## config.mk

```make
export PLATFORM = sky130hd
export DESIGN_NAME = bvp_sequencer
export DESIGN_NICKNAME = d
export VERILOG_FILES = /design/src/hdl/bvp_pkg.sv /design/src/hdl/bvp_sequencer.sv
export SDC_FILE = /design/constraint.sdc
export NUM_CORES = 1
export LEC_CHECK = 0
export BUFFER_PORTS_ARGS = -buffer_cell sky130_fd_sc_hd__buf_4
export CORE_MARGIN = 2
export CORE_UTILIZATION = 50
export DETAILED_ROUTE_END_ITERATION = 10
export GPL_TIMING_DRIVEN = 1
export MAX_ROUTING_LAYER = met4
export PLACE_DENSITY = 0.71
export SYNTH_ARGS = -nofsm -noshare
export SYNTH_HDL_FRONTEND = slang
export SYNTH_SLANG_ARGS = --single-unit
export TNS_END_PERCENT = 30
```

## constraint.sdc

```tcl
create_clock -name i_clk -period 3.8 [get_ports i_clk]
set_input_delay 0.38 -clock i_clk [delete_from_list [all_inputs] [get_ports i_clk]]
set_output_delay 0.38 -clock i_clk [all_outputs]
set_load 0.05 [all_outputs]
```

## src/hdl/bvp_pkg.sv

```systemverilog
package bvp_pkg;

    // Number formats
    localparam int FRAC_BITS = 24;            // pressure fraction bits
    localparam int TIME_BITS = 24;            // time step fraction bits
    localparam int TS_W      = 20;            // time step field
    localparam int P_W       = 29;            // pressure field
    localparam int S_W       = 32;            // stored chamber pressure
    localparam int CMP_W     = S_W + 2;       // compare headroom
    localparam int SUM_W     = 40;            // rate sum
    localparam int PROD_W    = SUM_W + TS_W + 1;
    localparam int Q_W       = 40;            // increment magnitude
    localparam int NEW_W     = Q_W + 1;       // old plus signed increment
    localparam int DIV_BITS  = 8;             // quotient bits per divide-by-3 step

    // Configuration port
    localparam int CFG_IDX_W  = 3;
    localparam int CFG_DATA_W = 4;

    typedef logic signed [P_W-1:0]   t_press;
    typedef logic signed [S_W-1:0]   t_state;
    typedef logic signed [CMP_W-1:0] t_cmp;
    typedef logic signed [SUM_W-1:0] t_sum;
    typedef logic signed [PROD_W-1:0] t_prod;
    typedef logic [PROD_W-1:0]       t_umag;
    typedef logic [Q_W-1:0]          t_quot;
    typedef logic signed [NEW_W-1:0] t_new;

    // Fixed-point constants, rounded to nearest
    localparam longint ONE_FX   = longint'(1) << FRAC_BITS;
    localparam longint TENTH_FX = (ONE_FX + 5) / 10;
    localparam longint MILLI_FX = (ONE_FX + 500) / 1000;
    localparam longint EPS_FX   = (ONE_FX + 500000) / 1000000;
    localparam longint TEN_FX   = 10 * ONE_FX;

    localparam longint S_HI = (longint'(1) << (S_W - 1)) - 1;
    localparam longint S_LO = -(longint'(1) << (S_W - 1));
    localparam longint P_HI = (longint'(1) << (P_W - 1)) - 1;
    localparam longint P_LO = -(longint'(1) << (P_W - 1));

    // Half of the divisor, added before the shift for round-to-nearest
    localparam t_umag RND_AB = t_umag'(1) << (TIME_BITS - 1);
    localparam t_umag RND_C  = t_umag'(3) << (TIME_BITS - 1);

    // Handle positions with a meaning of their own
    localparam logic [3:0] POS_VENT       = 4'd1;
    localparam logic [3:0] POS_SPRING_MIN = 4'd2;

    // Register indexes
    localparam logic [CFG_IDX_W-1:0] CFG_HANDLE     = 3'd0;
    localparam logic [CFG_IDX_W-1:0] CFG_DISCONNECT = 3'd1;
    localparam logic [CFG_IDX_W-1:0] CFG_MAIN_TAP   = 3'd2;
    localparam logic [CFG_IDX_W-1:0] CFG_FEED_TAP   = 3'd3;
    localparam logic [CFG_IDX_W-1:0] CFG_CYL_TAP    = 3'd4;

    typedef struct packed {
        logic [3:0] position;
        logic       disconnect;
        logic       main_tap;
        logic       feed_tap;
        logic       cyl_tap;
    } t_cfg;

    localparam t_cfg CFG_RESET = '{position: 4'd2, disconnect: 1'b1, main_tap: 1'b1,
                                   feed_tap: 1'b1, cyl_tap: 1'b1};

    // Datapath operations
    typedef enum logic [3:0] {
        OP_NOP,
        OP_FETCH,
        OP_DECIDE,
        OP_SUM,
        OP_MUL,
        OP_RND,
        OP_DIV3,
        OP_ACC,
        OP_COMMIT,
        OP_DONE
    } t_op;

    typedef enum logic [1:0] {
        CH_A,
        CH_B,
        CH_C
    } t_chamber;

    // Sequencer to datapath control
    typedef struct packed {
        t_op      op;
        t_chamber ch;
        logic     take_in;
        logic     load_out;
    } t_ctrl;

    // Microprogram
    localparam int UC_DEPTH = 21;
    localparam int UC_AW    = $clog2(UC_DEPTH);
    typedef logic [UC_AW-1:0] t_uaddr;

    typedef struct packed {
        t_op      op;
        t_chamber ch;
        logic     jump;
        t_uaddr   target;
    } t_uword;

    localparam t_uaddr UA_FETCH  = t_uaddr'(0);
    localparam t_uaddr UA_DONE   = t_uaddr'(19);
    localparam t_uaddr UA_COMMIT = t_uaddr'(20);

    // Update: decide, then sum/multiply/round/accumulate per chamber; the
    // control chamber passes through five divide-by-3 steps. Commit: copy, done.
    function automatic t_uword ucode(input t_uaddr pc);
        unique case (pc)
            t_uaddr'(0):  return '{OP_FETCH,  CH_A, 1'b1, UA_COMMIT};
            t_uaddr'(1):  return '{OP_DECIDE, CH_A, 1'b0, UA_FETCH};
            t_uaddr'(2):  return '{OP_SUM,    CH_A, 1'b0, UA_FETCH};
            t_uaddr'(3):  return '{OP_MUL,    CH_A, 1'b0, UA_FETCH};
            t_uaddr'(4):  return '{OP_RND,    CH_A, 1'b0, UA_FETCH};
            t_uaddr'(5):  return '{OP_ACC,    CH_A, 1'b0, UA_FETCH};
            t_uaddr'(6):  return '{OP_SUM,    CH_B, 1'b0, UA_FETCH};
            t_uaddr'(7):  return '{OP_MUL,    CH_B, 1'b0, UA_FETCH};
            t_uaddr'(8):  return '{OP_RND,    CH_B, 1'b0, UA_FETCH};
            t_uaddr'(9):  return '{OP_ACC,    CH_B, 1'b0, UA_FETCH};
            t_uaddr'(10): return '{OP_SUM,    CH_C, 1'b0, UA_FETCH};
            t_uaddr'(11): return '{OP_MUL,    CH_C, 1'b0, UA_FETCH};
            t_uaddr'(12): return '{OP_RND,    CH_C, 1'b0, UA_FETCH};
            t_uaddr'(13): return '{OP_DIV3,   CH_C, 1'b0, UA_FETCH};
            t_uaddr'(14): return '{OP_DIV3,   CH_C, 1'b0, UA_FETCH};
            t_uaddr'(15): return '{OP_DIV3,   CH_C, 1'b0, UA_FETCH};
            t_uaddr'(16): return '{OP_DIV3,   CH_C, 1'b0, UA_FETCH};
            t_uaddr'(17): return '{OP_DIV3,   CH_C, 1'b0, UA_FETCH};
            t_uaddr'(18): return '{OP_ACC,    CH_C, 1'b0, UA_FETCH};
            t_uaddr'(19): return '{OP_DONE,   CH_A, 1'b1, UA_FETCH};
            t_uaddr'(20): return '{OP_COMMIT, CH_A, 1'b1, UA_DONE};
            default:      return '{OP_NOP,    CH_A, 1'b1, UA_FETCH};
        endcase
    endfunction

    // Spring pressure position/25 above the lap position (16-entry table);
    // each entry is worked out from a constant position
    function automatic t_state spring_fx(input logic [3:0] pos);
        t_state val;
        val = '0;
        for (int k = int'(POS_SPRING_MIN) + 1; k < 16; k++) begin
            if (pos == 4'(k))
                val = t_state'((longint'(k) * ONE_FX + 12) / 25);
        end
        return val;
    endfunction

    function automatic t_state sat32(input t_new v);
        if (v > t_new'(S_HI))
            return t_state'(S_HI);
        else if (v < t_new'(S_LO))
            return t_state'(S_LO);
        else
            return t_state'(v);
    endfunction

    function automatic t_press sat29(input t_state v);
        if (v > t_state'(P_HI))
            return t_press'(P_HI);
        else if (v < t_state'(P_LO))
            return t_press'(P_LO);
        else
            return t_press'(v);
    endfunction

endpackage

```

## src/hdl/bvp_sequencer.sv

```systemverilog
module bvp_sequencer (
    input  logic           i_clk,
    input  logic           i_rst_n,
    input  logic           i_in_valid,
    input  logic           i_kind,
    input  logic           i_out_busy,
    output logic           o_in_ready,
    output bvp_pkg::t_ctrl o_ctrl
);
    import bvp_pkg::*;

    t_uaddr r_pc;
    t_uaddr n_pc;
    t_uword uw;
    logic   take;

    // Control word fetch and next step
    always_comb begin
        uw   = ucode(r_pc);
        take = i_in_valid && (uw.op == OP_FETCH);
        n_pc = r_pc + t_uaddr'(1);
        unique case (uw.op)
            OP_FETCH: begin
                if (!take)
                    n_pc = r_pc;
                else if (i_kind)
                    n_pc = uw.target;
            end
            OP_DONE: begin
                // hold until the result register can take the new result
                n_pc = i_out_busy ? r_pc : uw.target;
            end
            default: begin
                if (uw.jump)
                    n_pc = uw.target;
            end
        endcase
        o_ctrl = '{op: uw.op, ch: uw.ch, take_in: take,
                   load_out: (uw.op == OP_DONE) && !i_out_busy};
    end

    assign o_in_ready = (uw.op == OP_FETCH);

    always_ff @(posedge i_clk) begin
        if (!i_rst_n)
            r_pc <= UA_FETCH;
        else
            r_pc <= n_pc;
    end

endmodule

```

; ---- Word-level counts from Yosys, hierarchy flattened
; Memory sizes are Yosys's and may differ from the RTL's. A register that Yosys moved wholly into a read port is not among the register bits.
; Cells that the tools add are included.
[totals]
rom_bits = 352
out_inout_bits = 9
regBits = 5
mem_count = 1
wordCells = 18
in_bits = 5
[op_classes]
eq_ne = 4
mux = 7
add_sub_neg = 1
n_reduce_logical = 4
[mem_list]
columns = name, words, width, rd, rd_clocked_by_memory_dff, wr, line_no
row1 = (name not given), 32, 11, 1, 1, 0, bvp_pkg.sv:114  ; unique case (pc)
[op_table]
columns = op, count
row1 = $mux W5, 6
row2 = $pmux W5 S2, 1
row3 = $add A5 B1 Y5 const B, 1
row4 = $eq A4 B1 Y1 const B, 1
row5 = $eq A4 B4 Y1 const B, 1
row6 = $logic_and A1 B1 Y1, 2
row7 = $ne A2 B1 Y1 const B, 1
row8 = $ne A2 B2 Y1 const B, 1
row9 = $reduce_and A2 Y1, 1
row10 = $logic_not A1 Y1, 1

; ---- Depth between registers and ports, before layout
[logic_depth]
depth_word = 6
ltp_mapped = 11
depth_no_buf = 9

; ---- Worst setup path after synthesis
; No wires, ideal clock.
[synth_timing]
path_kind = flip-flop to flip-flop
startpoint = register o_ctrl[6] (netlist name)
endpoint = register o_ctrl[5] (netlist name)
setup_ns = 0.077
required_ns = 3.723
arrival_ns = 2.712
path_stages_with_launch = 11
n_path_buf = 2
path_slack_ns = 1.011
period_less_slack_ns = 2.789
cell_sequence = dfxtp_1 or3b_1 buf_6 or3_1 clkbuf_1 and3_2 nor4_1 inv_1 ha_1 mux2_2 o22ai_1
[synth_via]
elab_chain_cells = 6
word_cells_on_any_way = 9
classes_between = eq/ne (4) / mux (3) / reduce/logical (2)
[synth_lines]
columns = element, line_no
row1 = $eq A4 B1 Y1, "bvp_sequencer.sv:20, bvp_sequencer.sv:22"
row2 = $logic_and A1 B1 Y1, bvp_sequencer.sv:20  ; take = i_in_valid && (uw.op == OP_FETCH);
row3 = $ne A2 B1 Y1 (no source line), -
row4 = $reduce_and A2 Y1 (no source line), -
row5 = $mux W5 (no source line) * (2 in series), -
; Every way passes the cells marked *; elsewhere a longest branch is shown, timed or not.
; A chain may end at the register's enable or synchronous reset.

; ---- Final worst setup path
[layout_timing]
startpoint = register o_ctrl[4] (netlist name)
endpoint = register o_ctrl[5] (netlist name)
[layout_via]
elab_chain_cells = 6
word_cells_on_any_way = 9
classes_between = eq/ne (4) / mux (3) / reduce/logical (2)
[layout_lines]
columns = element, line_no
row1 = $eq A4 B1 Y1, "bvp_sequencer.sv:20, bvp_sequencer.sv:22"
row2 = $logic_and A1 B1 Y1, bvp_sequencer.sv:20
row3 = $ne A2 B1 Y1 (no source line), -
row4 = $reduce_and A2 Y1 (no source line), -
row5 = $mux W5 (no source line) * (2 in series), -
; Marks and branches as above.

==> flow_summary_export.csv <==
group,metric,value,unit
outcome,status,"complete, no violations",
worst_setup_path,worstSetupStartpointType,"flip-flop",
layout,area_growth,8.429,%
sta,worst_pin_slew,0.7150,ns
worst_setup_path,crit_arrival,3.33,ns
pwr,pwr-share-clk,9.1,%
detailed_routing,routed_wl,1886,um
yosys,synth_enable_flop_cells,0,
clocking,cts_tree,"done",
worst_setup_path,end_kind,"flip-flop",
yosys,ys_ff_latch,15,
pwr,p_per_area,958.6,mW/mm^2
layout,nets,129,
floorplanning,fp.coreArea,0.001902,mm^2
pwr,total_power,1.018,mW
yosys,ys_seq_area_share,30.65,%
detailed_routing,wl_met2,910,um
clocking,cts_resized,0,
placement,dp_cells,140,
pwr,power_leakage,0.4641,nW
placement,gp_congestion,0.8730,
pwr,power_frac_seq,25.5,%
pwr,switching_share,49.49,%
sta,hold_ws,0.3120,ns
floorplanning,die_h,48.27,um
floorplanning,die-area,0.002330,mm^2
clocking,cts_buffers,3,
clocking,clk_pin_slew,0.10,ns
placement,dpl-instance-area,0.001036,mm^2
placement,dp_hpwl,1448,um
clocking,cts_max_path_buffers,2,
detailed_routing,ant_nets,0,
pwr,ir_drop,0.0005389,V
yosys,synth_warnings,0,
floorplanning,rows,16,
detailed_routing,wl_met3,75,um
pwr,pwr-share-comb,65.4,%
min_path,hp-start,"i_rst_n",
grt,grt_overflow,0,
placement,post-place-ws,0.7527,ns
clocking,insertion_delay,0.29,ns
yosys,syn_avg_cell_area,8.906,um^2
detailed_routing,m1WireLength,859,um
floorplanning,start_util,51.51,%
detailed_routing,drt_iter0_drc,26,
layout,final_area,0.001062,mm^2
layout,num-fill-cells,176,
clocking,cts.htree.levels,1,
min_path,hold_class,"in -> reg",
floorplanning,die_x,48.27,um
pwr,p_switching,0.5039,mW
yosys,async_flop_share,0,%
layout,antennaDiodeCount,0,
placement,portBuffers,13,
clocking,cts_hold_buf,0,
yosys,synthFlopType,"dfxtp_1",
detailed_routing,routed.top_layer,"met4",
grt,track_usage,18.59,%
layout,finalNonFillerCells,144,
sta,finalCriticalPeriod,3.130,ns
layout,final_core_util,55.86,%
sta,clock.fmax,319.5,MHz
sta,skew,0.01372,ns
worst_setup_path,worstReg2RegStart,"o_ctrl[4]$_DFF_P_",
run,drv_cap,0,
grt,grt_pass1_vias,672,
detailed_routing,detail_route.wl_per_cell,13.10,um
detailed_routing,drc,0,
sta,final.setup.tns,0,ns
worst_setup_path,required,4.00,ns
sta,period_share,82.36,%
grt,grt_antenna_before_repair,0,
grt,grt_max_degree,11,
sta,setup_viol,0,
layout,final_cell_mix,"15 x dfxtp_1, 13 x buf_4, 10 x nor2_1, 10 x nand3_1",
pwr,power.internal,0.5144,mW
sta,worst_slack,0.6703,ns
layout,layout_commonest_cell,"dfxtp_1",
yosys,syn_nets,121,
detailed_routing,drt_pre_antenna_iters,4,
clocking,root_buffer,"clkbuf_4",
worst_setup_path,cp_max_fo,8,
sta,finalMaxSlewViolations,0,
sta,rsz0062_at_grt,"false",
worst_setup_path,path_class,"reg -> reg",
grt,grt_pass1_wl,2877,um
worst_setup_path,critPathLaunch,"o_ctrl[4]$_DFF_P_",
clocking,cts_setup_buffers,0,
clocking,clock_sinks,15,
yosys,netlist_area,979.7,um^2
sta,finalHoldViolations,0,
yosys,synth_cells,110,
detailed_routing,vias_per_cell,5.653,
yosys,synth_cell_type_count,41,
sta,slew_headroom,52.33,%
layout,drive_gt1_share,27.35,%
floorplanning,num_io_pins,14,
detailed_routing,num_vias,814,
[logic make-up (layout without fill, tap and decap cells)]
kind of cell,Yosys count,in the layout,synth area share (%)
simple gates,45,45,25.67
compound gates,20,20,17.24
buf+inv,17,24,10.34
flops,15,15,30.65
fa+ha+maj,6,6,7.663
mux,6,6,7.535
xor+xnor,1,1,0.8942
[per-layer routing]
layer	vias to the layer above	GRT usage [%]
met1	386	22.92
met2	24	29.47
li1	400	-
met4	0	11.35
met3	4	1.111
met5	-	-
[synthesized netlist by cell type (2+ instances only)]
cell type   n  area (um^2)
a21oi_1     5        25.02
and2b_2     4        35.03
buf_4       8        60.06
dfxtp_1    15        300.3
ha_1        6        75.07
inv_1       5        18.77
mux2i_1     4        40.04
nand2_1     6        22.52
nand3_1    10        50.05
nor2_1     10        37.54
nor3_1      2        10.01
nor4_1      2        12.51
o211ai_1    2        15.01
o21ai_0     2        10.01
o22ai_1     3        18.77
[power groups by stage]
stage          sequential, mW  combinational [mW]  clock, mW
2_1_floorplan           0.253               0.583          0
3_3_place_gp            0.262               0.653          0
3_5_place_dp            0.263               0.663          0
4_1_cts                 0.259               0.666     0.0933
5_1_grt                 0.269               0.723      0.102
6_report                0.259               0.666     0.0931
[critical path: stages, from the launching register on]
cell,delay (ns)
dfxtp_1,0.34
or3b_1,0.51
or3_1,0.54
and3_2,0.26
nor4_1,0.49
inv_1,0.17
ha_1,0.33
mux2_2,0.27
o22ai_1,0.12
[registers in the layout, indices dropped and copies added, names as in the netlist]
register,count
uw,4
o_ctrl,6
r_pc,5
[final cells by class]
cell class                      count  area, um^2  share of cell area (%)
Tap cell                           27       33.78                   3.180
Inverter                            7       26.28                   2.473
Clock buffer                        4       26.28                   2.473
Sequential cell                    15       300.3                   28.27
Timing Repair Buffer               13       97.59                   9.187
Multi-Input combinational cell     78       578.1                   54.42
[worst paths after layout]
check	cells after the start	endpoint	slack, ns
min reg2reg	2	r_pc[1]$_SDFFE_PN0N_	0.63
max reg2reg	8	o_ctrl[5]$_DFF_P_	0.67
min	2	o_ctrl[4]$_DFF_P_	0.31
max	8	o_ctrl[5]$_DFF_P_	0.67
Note: power is estimated with default switching activity, not from simulation.
